===== src/rtl/fenbb_pkg.sv =====
// Shared types, constants and the piece-letter decode for the FEN bitboard parser.
// No dependencies; used by fenbb_parse, fenbb_dump and fen_text_to_bitboards_core.
package fenbb_pkg;

    localparam int NUM_PIECES = 12;
    localparam int NUM_WORDS  = 15;

    localparam logic [3:0] WORD_WHITE = 4'd12;
    localparam logic [3:0] WORD_BLACK = 4'd13;
    localparam logic [3:0] WORD_ALL   = 4'd14;

    localparam logic [6:0]  EP_NONE   = 7'd65;
    localparam logic [15:0] COUNT_MAX = 16'hFFFF;
    localparam logic [3:0]  OFF_RANK  = 4'd15;
    localparam logic [3:0]  TOP_RANK  = 4'd7;
    localparam logic [3:0]  FILE_MAX  = 4'd15;
    localparam logic [2:0]  FIELD_MAX = 3'd7;

    // Field numbers, counted by spaces
    localparam logic [2:0] FIELD_PLACE  = 3'd0;
    localparam logic [2:0] FIELD_SIDE   = 3'd1;
    localparam logic [2:0] FIELD_CASTLE = 3'd2;
    localparam logic [2:0] FIELD_EP     = 3'd3;
    localparam logic [2:0] FIELD_HALF   = 3'd4;
    localparam logic [2:0] FIELD_FULL   = 3'd5;

    // Side codes
    localparam logic [1:0] SIDE_WHITE = 2'd0;
    localparam logic [1:0] SIDE_BLACK = 2'd1;
    localparam logic [1:0] SIDE_NONE  = 2'd2;

    // Castling bits
    localparam logic [3:0] CASTLE_WK = 4'b0001;
    localparam logic [3:0] CASTLE_WQ = 4'b0010;
    localparam logic [3:0] CASTLE_BK = 4'b0100;
    localparam logic [3:0] CASTLE_BQ = 4'b1000;

    // Characters
    localparam logic [7:0] CH_SPACE = 8'h20;
    localparam logic [7:0] CH_SLASH = 8'h2F;
    localparam logic [7:0] CH_0     = 8'h30;
    localparam logic [7:0] CH_1     = 8'h31;
    localparam logic [7:0] CH_8     = 8'h38;
    localparam logic [7:0] CH_9     = 8'h39;
    localparam logic [7:0] CH_A_LO  = 8'h61;
    localparam logic [7:0] CH_H_LO  = 8'h68;
    localparam logic [7:0] CH_W_LO  = 8'h77;
    localparam logic [7:0] CH_B_LO  = 8'h62;
    localparam logic [7:0] CH_K_UP  = 8'h4B;
    localparam logic [7:0] CH_Q_UP  = 8'h51;
    localparam logic [7:0] CH_K_LO  = 8'h6B;
    localparam logic [7:0] CH_Q_LO  = 8'h71;

    // Position snapshot handed from the parser to the word emitter
    typedef struct packed {
        logic [NUM_PIECES-1:0][63:0] boards;
        logic [3:0]                  castle;
        logic [1:0]                  side;
        logic [6:0]                  ep;
        logic [16:0]                 half;
        logic [16:0]                 full;
    } t_snap;

    // Piece letter decode: bit 4 = letter is a piece, bits 3:0 = board slot
    function automatic logic [4:0] piece_slot(input logic [7:0] c);
        logic [4:0] r;
        unique case (c)
            8'h50:   r = {1'b1, 4'd0};   // P
            8'h4E:   r = {1'b1, 4'd1};   // N
            8'h42:   r = {1'b1, 4'd2};   // B
            8'h52:   r = {1'b1, 4'd3};   // R
            8'h51:   r = {1'b1, 4'd4};   // Q
            8'h4B:   r = {1'b1, 4'd5};   // K
            8'h70:   r = {1'b1, 4'd6};   // p
            8'h6E:   r = {1'b1, 4'd7};   // n
            8'h62:   r = {1'b1, 4'd8};   // b
            8'h72:   r = {1'b1, 4'd9};   // r
            8'h71:   r = {1'b1, 4'd10};  // q
            8'h6B:   r = {1'b1, 4'd11};  // k
            default: r = 5'd0;
        endcase
        return r;
    endfunction

endpackage


===== src/rtl/fenbb_parse.sv =====
// Position parse state: boards, cursor, field count and scalar fields.
// Updates once per taken item; depends on fenbb_pkg.
module fenbb_parse (
    input  logic                 i_clk,
    input  logic                 i_rst_n,
    input  logic                 i_take,
    input  logic [7:0]           i_byte,
    input  logic                 i_eot,
    output fenbb_pkg::t_snap     o_snap
);

    logic [fenbb_pkg::NUM_PIECES-1:0][63:0] r_boards, n_boards;
    logic [3:0]  r_rank, n_rank;
    logic [3:0]  r_file, n_file;
    logic [2:0]  r_field, n_field;
    logic [3:0]  r_castle, n_castle;
    logic [1:0]  r_side, n_side;
    logic [6:0]  r_ep, n_ep;
    logic        r_ep_pend, n_ep_pend;
    logic [2:0]  r_ep_file, n_ep_file;
    logic        r_half_given, n_half_given;
    logic [15:0] r_half, n_half;
    logic        r_full_given, n_full_given;
    logic [15:0] r_full, n_full;
    logic        r_half_act, n_half_act;
    logic        r_full_act, n_full_act;

    logic [4:0]  slot;
    logic        is_digit;
    logic [3:0]  digit;
    logic [4:0]  file_sum;

    // Saturating value*10 + digit
    function automatic logic [15:0] mac10(input logic [15:0] v, input logic [3:0] d);
        logic [19:0] s;
        s = {1'b0, v, 3'b000} + {3'b000, v, 1'b0} + {16'd0, d};
        return (s > {4'd0, fenbb_pkg::COUNT_MAX}) ? fenbb_pkg::COUNT_MAX : s[15:0];
    endfunction

    assign slot     = fenbb_pkg::piece_slot(i_byte);
    assign is_digit = (i_byte >= fenbb_pkg::CH_0) && (i_byte <= fenbb_pkg::CH_9);
    assign digit    = 4'(i_byte - fenbb_pkg::CH_0);
    assign file_sum = {1'b0, r_file} + {1'b0, digit};

    always_comb begin
        n_boards     = r_boards;
        n_rank       = r_rank;
        n_file       = r_file;
        n_field      = r_field;
        n_castle     = r_castle;
        n_side       = r_side;
        n_ep         = r_ep;
        n_ep_pend    = r_ep_pend;
        n_ep_file    = r_ep_file;
        n_half_given = r_half_given;
        n_half       = r_half;
        n_full_given = r_full_given;
        n_full       = r_full;
        n_half_act   = r_half_act;
        n_full_act   = r_full_act;

        if (i_byte == fenbb_pkg::CH_SPACE) begin
            if (r_field < fenbb_pkg::FIELD_MAX) begin
                n_field = r_field + 3'd1;
            end
            n_ep_pend  = 1'b0;
            n_ep_file  = 3'd0;
            n_half_act = 1'b0;
            n_full_act = 1'b0;
        end else begin
            unique case (r_field)
                fenbb_pkg::FIELD_PLACE: begin
                    if (slot[4]) begin
                        if (r_rank < 4'd8 && r_file < 4'd8) begin
                            n_boards[slot[3:0]][{r_rank[2:0], r_file[2:0]}] = 1'b1;
                        end
                        if (r_file < fenbb_pkg::FILE_MAX) begin
                            n_file = r_file + 4'd1;
                        end
                    end else if (is_digit) begin
                        n_file = (file_sum > {1'b0, fenbb_pkg::FILE_MAX}) ?
                                 fenbb_pkg::FILE_MAX : file_sum[3:0];
                    end else if (i_byte == fenbb_pkg::CH_SLASH) begin
                        n_file = 4'd0;
                        n_rank = (r_rank == 4'd0 || r_rank > fenbb_pkg::TOP_RANK) ?
                                 fenbb_pkg::OFF_RANK : r_rank - 4'd1;
                    end
                end
                fenbb_pkg::FIELD_SIDE: begin
                    if (i_byte == fenbb_pkg::CH_W_LO) begin
                        n_side = fenbb_pkg::SIDE_WHITE;
                    end else if (i_byte == fenbb_pkg::CH_B_LO) begin
                        n_side = fenbb_pkg::SIDE_BLACK;
                    end
                end
                fenbb_pkg::FIELD_CASTLE: begin
                    if (i_byte == fenbb_pkg::CH_K_UP) begin
                        n_castle = r_castle | fenbb_pkg::CASTLE_WK;
                    end else if (i_byte == fenbb_pkg::CH_Q_UP) begin
                        n_castle = r_castle | fenbb_pkg::CASTLE_WQ;
                    end else if (i_byte == fenbb_pkg::CH_K_LO) begin
                        n_castle = r_castle | fenbb_pkg::CASTLE_BK;
                    end else if (i_byte == fenbb_pkg::CH_Q_LO) begin
                        n_castle = r_castle | fenbb_pkg::CASTLE_BQ;
                    end
                end
                fenbb_pkg::FIELD_EP: begin
                    if (i_byte >= fenbb_pkg::CH_A_LO && i_byte <= fenbb_pkg::CH_H_LO) begin
                        n_ep_pend = 1'b1;
                        n_ep_file = 3'(i_byte - fenbb_pkg::CH_A_LO);
                    end else begin
                        if (r_ep_pend && i_byte >= fenbb_pkg::CH_1 &&
                            i_byte <= fenbb_pkg::CH_8) begin
                            n_ep = {1'b0, 3'(i_byte - fenbb_pkg::CH_1), r_ep_file};
                        end
                        n_ep_pend = 1'b0;
                        n_ep_file = 3'd0;
                    end
                end
                fenbb_pkg::FIELD_HALF: begin
                    if (is_digit) begin
                        // first digit of the field starts the count
                        if (!r_half_given || r_half_act) begin
                            n_half_given = 1'b1;
                            n_half_act   = 1'b1;
                            n_half       = mac10(r_half_given ? r_half : 16'd0, digit);
                        end
                    end else begin
                        n_half_act = 1'b0;
                    end
                end
                fenbb_pkg::FIELD_FULL: begin
                    if (is_digit) begin
                        if (!r_full_given || r_full_act) begin
                            n_full_given = 1'b1;
                            n_full_act   = 1'b1;
                            n_full       = mac10(r_full_given ? r_full : 16'd0, digit);
                        end
                    end else begin
                        n_full_act = 1'b0;
                    end
                end
                default: begin
                end
            endcase
        end
    end

    always_ff @(posedge i_clk) begin
        if (!i_rst_n || (i_take && i_eot)) begin
            r_boards     <= '0;
            r_rank       <= fenbb_pkg::TOP_RANK;
            r_file       <= 4'd0;
            r_field      <= fenbb_pkg::FIELD_PLACE;
            r_castle     <= 4'd0;
            r_side       <= fenbb_pkg::SIDE_NONE;
            r_ep         <= fenbb_pkg::EP_NONE;
            r_ep_pend    <= 1'b0;
            r_ep_file    <= 3'd0;
            r_half_given <= 1'b0;
            r_half       <= 16'd0;
            r_full_given <= 1'b0;
            r_full       <= 16'd0;
            r_half_act   <= 1'b0;
            r_full_act   <= 1'b0;
        end else if (i_take) begin
            r_boards     <= n_boards;
            r_rank       <= n_rank;
            r_file       <= n_file;
            r_field      <= n_field;
            r_castle     <= n_castle;
            r_side       <= n_side;
            r_ep         <= n_ep;
            r_ep_pend    <= n_ep_pend;
            r_ep_file    <= n_ep_file;
            r_half_given <= n_half_given;
            r_half       <= n_half;
            r_full_given <= n_full_given;
            r_full       <= n_full;
            r_half_act   <= n_half_act;
            r_full_act   <= n_full_act;
        end
    end

    assign o_snap.boards = r_boards;
    assign o_snap.castle = r_castle;
    assign o_snap.side   = r_side;
    assign o_snap.ep     = r_ep;
    assign o_snap.half   = r_half_given ? {1'b0, r_half} : '1;
    assign o_snap.full   = r_full_given ? {1'b0, r_full} : '1;

endmodule


===== src/rtl/fenbb_dump.sv =====
// Word emitter: holds a snapshot of a finished position and sends its fifteen words.
// Owns the output register; depends on fenbb_pkg.
module fenbb_dump (
    input  logic                 i_clk,
    input  logic                 i_rst_n,
    input  logic                 i_start,
    input  fenbb_pkg::t_snap     i_snap,
    output logic                 o_busy,
    output logic                 o_valid,
    input  logic                 i_stall,
    output logic [3:0]           o_word_index,
    output logic [63:0]          o_board_word,
    output logic [3:0]           o_castle_rights,
    output logic [1:0]           o_side_to_move,
    output logic [6:0]           o_en_passant,
    output logic signed [16:0]   o_half_moves,
    output logic signed [16:0]   o_full_moves,
    output logic                 o_last_word
);

    fenbb_pkg::t_snap r_snap;
    logic        r_busy;
    logic [3:0]  r_word;
    logic        r_valid;
    logic [3:0]  r_out_index;
    logic [63:0] r_out_board;
    logic [3:0]  r_out_castle;
    logic [1:0]  r_out_side;
    logic [6:0]  r_out_ep;
    logic [16:0] r_out_half;
    logic [16:0] r_out_full;
    logic        r_out_last;

    logic        emit;
    logic [63:0] white_occ;
    logic [63:0] black_occ;
    logic [63:0] sel_board;

    assign emit = r_busy && (!r_valid || !i_stall);

    always_comb begin
        white_occ = '0;
        black_occ = '0;
        for (int k = 0; k < fenbb_pkg::NUM_PIECES / 2; k++) begin
            white_occ = white_occ | r_snap.boards[k];
            black_occ = black_occ | r_snap.boards[k + fenbb_pkg::NUM_PIECES / 2];
        end
    end

    always_comb begin
        priority if (r_word == fenbb_pkg::WORD_WHITE) begin
            sel_board = white_occ;
        end else if (r_word == fenbb_pkg::WORD_BLACK) begin
            sel_board = black_occ;
        end else if (r_word == fenbb_pkg::WORD_ALL) begin
            sel_board = white_occ | black_occ;
        end else if (r_word < 4'(fenbb_pkg::NUM_PIECES)) begin
            sel_board = r_snap.boards[r_word];
        end else begin
            sel_board = '0;
        end
    end

    // Control
    always_ff @(posedge i_clk) begin
        if (!i_rst_n) begin
            r_busy  <= 1'b0;
            r_word  <= 4'd0;
            r_valid <= 1'b0;
        end else begin
            if (i_start) begin
                r_busy <= 1'b1;
                r_word <= 4'd0;
            end else if (emit) begin
                r_word <= r_word + 4'd1;
                if (r_word == fenbb_pkg::WORD_ALL) begin
                    r_busy <= 1'b0;
                end
            end
            if (emit) begin
                r_valid <= 1'b1;
            end else if (!i_stall) begin
                r_valid <= 1'b0;
            end
        end
    end

    // Payload
    always_ff @(posedge i_clk) begin
        if (i_start) begin
            r_snap <= i_snap;
        end
        if (emit) begin
            r_out_index  <= r_word;
            r_out_board  <= sel_board;
            r_out_castle <= r_snap.castle;
            r_out_side   <= r_snap.side;
            r_out_ep     <= r_snap.ep;
            r_out_half   <= r_snap.half;
            r_out_full   <= r_snap.full;
            r_out_last   <= (r_word == fenbb_pkg::WORD_ALL);
        end
    end

    assign o_busy          = r_busy;
    assign o_valid         = r_valid;
    assign o_word_index    = r_out_index;
    assign o_board_word    = r_out_board;
    assign o_castle_rights = r_out_castle;
    assign o_side_to_move  = r_out_side;
    assign o_en_passant    = r_out_ep;
    assign o_half_moves    = r_out_half;
    assign o_full_moves    = r_out_full;
    assign o_last_word     = r_out_last;

endmodule


===== src/rtl/fen_text_to_bitboards_core.sv =====
// Top level of the streaming FEN parser: input register, parse state, word emitter.
// Depends on fenbb_pkg, fenbb_parse and fenbb_dump.
//
//  channel | direction | handshake            | payload
//  --------+-----------+----------------------+-----------------------------------------
//  input   | in        | i_valid / o_stall    | i_text_byte, i_end_of_text
//  result  | out       | o_valid / i_stall    | o_word_index, o_board_word, o_castle_rights,
//          |           |                      | o_side_to_move, o_en_passant, o_half_moves,
//          |           |                      | o_full_moves, o_last_word
//
// Cycles: one text byte per cycle, sustained unless an end-of-text waits for the emitter;
// each byte is parsed in the cycle after it enters the input register. An end-of-text
// item snapshots the position, clears the parse state and hands the snapshot to the
// emitter, which sends fifteen words at one per cycle while i_stall is low. The emitter holds
// one snapshot, so a second end-of-text stalls the input until the previous run's last
// word has been loaded into the output register; ordinary bytes keep flowing meanwhile.
// Reset: synchronous, active low; clears the position, the emitter and both valids.
// Stalls: the output register holds a valid word while i_stall is high; o_stall is high
// only when the input register is full and its item cannot be taken this cycle.
module fen_text_to_bitboards_core (
    input  logic                 i_clk,
    input  logic                 i_rst_n,
    // input channel
    input  logic                 i_valid,
    output logic                 o_stall,
    input  logic [7:0]           i_text_byte,
    input  logic                 i_end_of_text,
    // result channel
    output logic                 o_valid,
    input  logic                 i_stall,
    output logic [3:0]           o_word_index,
    output logic [63:0]          o_board_word,
    output logic [3:0]           o_castle_rights,
    output logic [1:0]           o_side_to_move,
    output logic [6:0]           o_en_passant,
    output logic signed [16:0]   o_half_moves,
    output logic signed [16:0]   o_full_moves,
    output logic                 o_last_word
);

    logic        r_in_valid;
    logic [7:0]  r_in_byte;
    logic        r_in_eot;

    logic        take;
    logic        accept;
    logic        dump_busy;
    fenbb_pkg::t_snap snap;

    // Take the held item: any byte at once, end of text only when the emitter is free
    assign take    = r_in_valid && (!r_in_eot || !dump_busy);
    assign o_stall = r_in_valid && !take;
    assign accept  = i_valid && !o_stall;

    always_ff @(posedge i_clk) begin
        if (!i_rst_n) begin
            r_in_valid <= 1'b0;
        end else if (accept) begin
            r_in_valid <= 1'b1;
        end else if (take) begin
            r_in_valid <= 1'b0;
        end
    end

    always_ff @(posedge i_clk) begin
        if (accept) begin
            r_in_byte <= i_text_byte;
            r_in_eot  <= i_end_of_text;
        end
    end

    fenbb_parse u_parse (
        .i_clk   (i_clk),
        .i_rst_n (i_rst_n),
        .i_take  (take),
        .i_byte  (r_in_byte),
        .i_eot   (r_in_eot),
        .o_snap  (snap)
    );

    fenbb_dump u_dump (
        .i_clk           (i_clk),
        .i_rst_n         (i_rst_n),
        .i_start         (take && r_in_eot),
        .i_snap          (snap),
        .o_busy          (dump_busy),
        .o_valid         (o_valid),
        .i_stall         (i_stall),
        .o_word_index    (o_word_index),
        .o_board_word    (o_board_word),
        .o_castle_rights (o_castle_rights),
        .o_side_to_move  (o_side_to_move),
        .o_en_passant    (o_en_passant),
        .o_half_moves    (o_half_moves),
        .o_full_moves    (o_full_moves),
        .o_last_word     (o_last_word)
    );

endmodule

===== config.mk =====
export PLATFORM = sky130hd
export DESIGN_NAME = fen_text_to_bitboards_core
export DESIGN_NICKNAME = d
export VERILOG_FILES = /design/src/rtl/fenbb_pkg.sv /design/src/rtl/fenbb_parse.sv /design/src/rtl/fenbb_dump.sv /design/src/rtl/fen_text_to_bitboards_core.sv
export SDC_FILE = /design/constraint.sdc
export NUM_CORES = 2
export LEC_CHECK = 0
export BUFFER_PORTS_ARGS = -buffer_cell sky130_fd_sc_hd__buf_2
export CORE_MARGIN = 2
export CORE_UTILIZATION = 50
export DETAILED_ROUTE_END_ITERATION = 7
export PLACE_DENSITY = 0.7
export SLEW_MARGIN = 5
export SYNTH_ARGS = -nofsm -noshare
export SYNTH_HDL_FRONTEND = slang
export SYNTH_HIERARCHICAL = 1
export SYNTH_SLANG_ARGS = --single-unit

===== constraint.sdc =====
create_clock -name i_clk -period 34.5 [get_ports i_clk]
set_input_delay 3.45 -clock i_clk [delete_from_list [all_inputs] [get_ports i_clk]]
set_output_delay 3.45 -clock i_clk [all_outputs]
set_load 0.005 [all_outputs]

======== Word-level counts from Yosys, hierarchy flattened ========
Cells that the tools add are included.
storage, ports and cells
  bits in registers ....................... 1779
  latch bits .............................. 0
  memory bits (writable) .................. 0
  bits in read-only memories .............. 0
  memories kept ........................... 0
cells by class
  add/subtract/negate cells ............... 12
  multiply operators ...................... 0
  div/mod/pow operators ................... 0
  $lt $le $gt $ge ......................... 20
  equality and inequality tests ........... 27
  shift operators ......................... 0
  muxes and demuxes ....................... 49
  bitwise operators ....................... 20
  reductions and logical operators ........ 54
operators by type and width
  cell                                                                    number
  768-bit bitwise OR                                                      1
  64-bit bitwise OR                                                       11
  64-bit two-way mux                                                      6
  64-bit binary-select mux with 4-bit select                              1
  64-bit demux with 4-bit select                                          1
  8-bit by 7-bit == test with 1-bit output, second input constant         13
  16-bit two-way mux                                                      4
  5-bit case mux with 12 select lines                                     1
  19-bit by 17-bit adder with 20-bit output                               2
  20-bit by 4-bit adder with 20-bit output                                2
  20-bit by 16-bit > comparator with 1-bit output, second input constant  2
  17-bit two-way mux                                                      2
  5-bit AND reduction                                                     6
  4-bit two-way mux                                                       6
  1-bit two-way mux                                                       20
  8-bit by 6-bit == test with 1-bit output, second input constant         2
  8-bit by 6-bit >= comparator with 1-bit output, second input constant   2
  8-bit by 6-bit <= comparator with 1-bit output, second input constant   2
  4-bit < comparator, second input constant                               4
  2-bit nonzero test                                                      7
  4-bit == test, second input constant                                    3
  1-bit logical AND                                                       12
  3-bit two-way mux                                                       4
  6-bit AND reduction                                                     2
  33 further kinds                                                        66

======== Longest topological paths before layout ========
  word-level depth ........................ 9
  gate-level depth with buffers ........... 14

======== Cells and area by module ========
Netlist, hierarchy kept.
modules (own cells, without submodules)
  module                      times used  cells each  area an instance (um^2)  sequential area each (um^2)
  fenbb_dump                  1           1957        36676.4                  28076.9
  fenbb_parse                 1           3341        29629.7                  16656.0
  fen_text_to_bitboards_core  1           16          330.3                    290.3

======== Worst setup path before layout ========
OpenSTA, ideal clock, no wires.
  path kind ............................... register to register
  start ................................... register r_in_eot
  end ..................................... register u_dump.r_busy, in the netlist u_dump/o_busy
  library setup time ...................... 185 ps
  arrival time ............................ 36686 ps
  data required time ...................... 34315 ps
  path slack .............................. -2370 ps
  stages on the path, launching flop included .. 4
  path buffers ............................ 0
  period minus slack after synthesis ...... 36870 ps
  cell sequence ........................... edfxtp_1 -> nand2_1 -> nor2_1 -> o21a_1
on the way
  longest elaborated chain between the ends .. 6
  elaborated cells between the ends (all ways) .. 8
  classes of those cells .................. mux: 1; reduce/logical: 7
ends and longest elaborated chain
  item                           line                              RTL
  start: declaration             fen_text_to_bitboards_core.sv:43  logic r_in_eot;
  start signal: assignment       fen_text_to_bitboards_core.sv:68  r_in_eot <= i_end_of_text;
  1-bit zero test                fen_text_to_bitboards_core.sv:51  assign take = r_in_valid && (!r_in_eot || !dump_busy);
  1-bit logical OR               fen_text_to_bitboards_core.sv:51
  1-bit logical AND              fen_text_to_bitboards_core.sv:51
  1-bit logical AND (*)          fen_text_to_bitboards_core.sv:84  .i_start (take && r_in_eot),
  2-bit nonzero test (no line)   n/a
  2-bit AND reduction (no line)  n/a
  end signal: assignment         fenbb_dump.sv:67                  r_busy <= 1'b0;
  end signal: assignment         fenbb_dump.sv:72                  r_busy <= 1'b1;
  end signal: assignment         fenbb_dump.sv:77                  r_busy <= 1'b0;
  end: declaration               fenbb_dump.sv:22                  logic r_busy;
Mark *: on every way between the ends. The rest lies on a longest branch, timed or not.
A chain may end at the register's enable or synchronous reset.

======== Worst setup path after layout ========
  start ................................... input port i_rst_n
  end ..................................... register u_parse.r_boards, in the netlist u_parse/o_snap[267]
on the way
  longest elaborated chain between the ends .. 2
ends and longest elaborated chain
  item                    line                              RTL
  start: declaration      fen_text_to_bitboards_core.sv:22  input logic i_rst_n,
  1-bit zero test         n/a
  1-bit logical OR        fenbb_parse.sv:150                if (!i_rst_n || (i_take && i_eot)) begin
  end signal: assignment  fenbb_parse.sv:167                r_boards <= n_boards;
  end: declaration        fenbb_parse.sv:12                 logic [fenbb_pkg::NUM_PIECES-1:0][63:0] r_boards, n_boards;
Every way passes these cells.

==> impl_metrics.py <==
metrics = {
    "run_status": {
        "status": "completed",
    },
    "synth": {
        "synth_compound_area_share_pct": 10.6,
        "synthAdderAreaFrac_pct": 1.61,
        "synth_cell_type_count": 82,
        "yosysSeqAreaShare_pct": 67.6,
        "synthFlopType": "edfxtp_1",
        "ys_seq_elements": 1779,
        "synth_nets": 5411,
        "synth_top_family_by_area": "simple AND/OR/NAND/NOR gates",
        "synth_area_um2": 66600,
        "synth_most_common_cell": "edfxtp_1",
        "yosys.area.top_type_share_pct": 42.4,
        "synth.area.mux_share_pct": 6.56,
        "avgSynthCellArea_um2": 12.5,
        "yosysWarnings": 6,
        "yosys.area_share.simple_pct": 10.7,
        "synthCells": 5314,
        "synth_area_leader_cell": "edfxtp_1",
        "yosys.area_share.xor_xnor_pct": 0.407,
        "synthTopCellsByArea": "edfxtp_1 (42%), dfxtp_1 (25%), nor2_1 (5.0%)",
        "postSynth.asyncResetShare_pct": 0,
        "synth_commonest_cells": "edfxtp_1 (940), nor2_1 (891), dfxtp_1 (839), a21oi_1 (640), nand2_1 (390)",
        "synth_edf_count": 940,
    },
    "sta": {
        "max_freq_ghz": 0.182,
        "finalClockSkew_ns": 0.0349,
        "drv_slew": 0,
        "hold_viol_final": 0,
        "setup-violations-final": 0,
        "final.setup.tns_ns": 0,
        "post-route-period-util_pct": 15.9,
        "relSlewSlack_pct": 10.2,
        "tightest_slew_ns": 1.34,
        "rsz0062_at_grt": "no",
        "fin_crit_ns": 5.49,
    },
    "power": {
        "finalPower_mw": 4.42,
        "ir_drop_mv": 0.0513,
        "p_per_area_nw_per_um2": 58.8,
        "p_leak_nw": 26.7,
    },
    "setup_path": {
        "r2r_setup_slack_ns": 29.33,
        "end_kind": "flop",
        "rr_startpoint": "r_in_eot$_DFFE_PP_",
        "crit_arrival_ns": 6.13,
        "crit_type": "input port to flop",
        "cp-endpoint": "u_parse/o_snap[267]$_SDFFE_PP0P_",
        "worstRegToRegCells": 7,
        "required_ns": 35.14,
        "worstReg2RegEnd": "u_dump/r_snap[141]$_DFFE_PP_",
        "crit_path_max_fanout": 93,
        "worstSetupStartpoint": "i_rst_n",
        "start_kind": "input port",
    },
    "clock_tree": {
        "cts.sinks": 1779,
        "cts_buffer_depth": 3,
        "cts_tree": "yes",
        "insertion_delay_ns": 0.81,
        "clk_pin_slew_ns": 0.06,
        "cts_resized": 0,
        "htree_levels": 4,
        "post_cts_buffers": 0,
        "postCtsHoldBufs": 0,
        "cts_buffers": 175,
        "clockRootBuffer": "clkbuf_16",
    },
    "place": {
        "gp_congestion": 0.817,
        "dp.cells": 6970,
        "dpl.hpwl_um": 91200,
        "io_buffer_count": 130,
    },
    "drt": {
        "wl_per_cell_um": 22.6,
        "routed_via_density": 5.95,
        "drtIter0Drc": 4686,
        "dr.pass1.iters": 6,
        "num_vias": 43400,
        "drc": 0,
        "drt_wl_total_um": 165000,
        "ant_nets": 0,
    },
    "floorplan": {
        "start_util_pct": 50.6,
        "rows": 133,
        "die_w_um": 369,
        "die_area_um2": 136000,
        "ios": 131,
        "die_height_um": 369,
        "core_um2": 132000,
    },
    "global_routing": {
        "use_met3_pct": 4.20,
        "antenna_found_initial": 5,
        "use_met1_pct": 32.2,
        "met2_usage_pct": 38.8,
        "grt_max_degree": 219,
        "grt.busiest_layer": "met2",
        "grt_pass1_vias": 42600,
        "grt_pass1_wl_um": 250000,
        "grt_usage_pct": 24.0,
        "overflow": 0,
    },
    "final_layout": {
        "final_cells": 7302,
        "nets": 5489,
        "layout-drive-gt1-share_pct": 14.7,
        "final_core_util_pct": 57.0,
        "syn2layout_area_growth_pct": 12.8,
        "fill_cells": 10500,
    },
    "run": {
        "maxCapViolations": 0,
    },
    "worst_hold_path": {
        "hold_path.class": "flop to flop",
    },
}
==> cell usage in the layout, fill, tap and decap left out, types with 40 or more instances in the layout <==
cell / Yosys / layout
edfxtp_1: 940 / 940
o21ai_0: 177 / 177
nor4_1: 136 / 136
clkbuf_16: 0 / 180
o22ai_1: 66 / 66
nand2_1: 390 / 388
a22o_1: 72 / 72
mux4_2: 128 / 128
nand2b_1: 41 / 40
ha_1: 81 / 81
nor2_1: 891 / 888
buf_4: 11 / 64
mux2_2: 126 / 126
buf_2: 49 / 130
a21oi_1: 640 / 640
a222oi_1: 63 / 63
o31ai_1: 67 / 67
dfxtp_1: 839 / 835
==> through the flow <==
stage,instance area (um2),setup WS [ns],hold WS (ns)
final,75100,29.01,0.413
after global routing,75100,28.85,0.422
after CTS,75100,29.09,0.413
after detailed placement,68700,28.24,0.405
after global placement,68700,28.31,0.405
after floorplan,66600,11.99,0.400
==> kinds of logic (layout without fill, tap and decap cells) <==
logic type | after synthesis | in the layout
compound gates | 1195 | 1195
simple gates | 1644 | 1644
other cells | 0 | 2
mux | 261 | 261
flops | 1779 | 1779
buf+inv | 320 | 551
fa+ha+maj | 84 | 84
xor+xnor | 31 | 31
==> power breakdown <==
group	total (mW)	internal [mW]	switching, mW	leakage (nW)
clock network	2.07	1.25	0.823	3.12
registers	2.25	2.24	0.0115	16.3
logic	0.0989	0.0292	0.0698	7.29
==> layout make-up <==
type / instances / area, um2 / area share (%)
Clock inverter: 93 / 1390 / 1.86
Antenna cell: 2 / 5.00 / 0.00666
Tap cell: 1755 / 2200 / 2.92
Timing Repair Buffer: 198 / 1210 / 1.61
Clock buffer: 237 / 5060 / 6.73
Sequential cell: 1779 / 45000 / 59.9
Multi-Input combinational cell: 3215 / 20100 / 26.8
Inverter: 23 / 86.3 / 0.115
==> worst min-delay path by stage <==
stage	start	end	slack [ns]	cells past startpoint
4_1_cts	u_parse/o_snap[808]$_SDFFE_PP0P_	u_dump/r_snap[808]$_DFFE_PP_	0.41	0
6_report	u_parse/o_snap[312]$_SDFFE_PP0P_	u_dump/r_snap[312]$_DFFE_PP_	0.41	0
2_1_floorplan	u_dump/r_snap[43]$_DFFE_PP_	u_dump/o_castle_rights[0]$_DFFE_PP_	0.40	0
5_1_grt	u_dump/r_snap[5]$_DFFE_PP_	u_dump/o_full_moves[5]$_DFFE_PP_	0.42	0
3_3_place_gp	u_dump/r_snap[33]$_DFFE_PP_	u_dump/o_half_moves[16]$_DFFE_PP_	0.41	0
3_5_place_dp	u_dump/r_snap[13]$_DFFE_PP_	u_dump/o_full_moves[13]$_DFFE_PP_	0.41	0
==> critical path: stages <==
cell,delay (ns)
buf_2,0.15
nand2_4,0.53
buf_4,0.80
buf_4,0.91
nor2_1,0.13
==> sequential cells by signal, summed over array words and instances (netlist names), 2 cells and up <==
register	count
u_parse/r_half	16
u_dump/o_castle_rights	4
u_dump/o_en_passant	7
u_parse/r_full	16
u_parse/r_side	2
u_dump/o_full_moves	17
u_parse/r_ep_file	3
u_dump/o_board_word	64
u_dump/o_side_to_move	2
u_parse/r_castle	4
u_parse/o_snap	768
u_dump/r_word	4
u_dump/r_snap	815
u_parse/r_field	3
u_dump/o_half_moves	17
u_dump/o_word_index	4
u_parse/r_ep	7
r_in_byte	8
u_parse/r_file	4
u_parse/r_rank	4
==> routing by layer <==
layer,vias up,part of all wire (%)
met5,-,0.021
met3,339,9.1
met4,4,3.7
met2,1892,47
li1,19800,-
met1,21400,40
No activity file was read; power rests on OpenSTA's default activity.
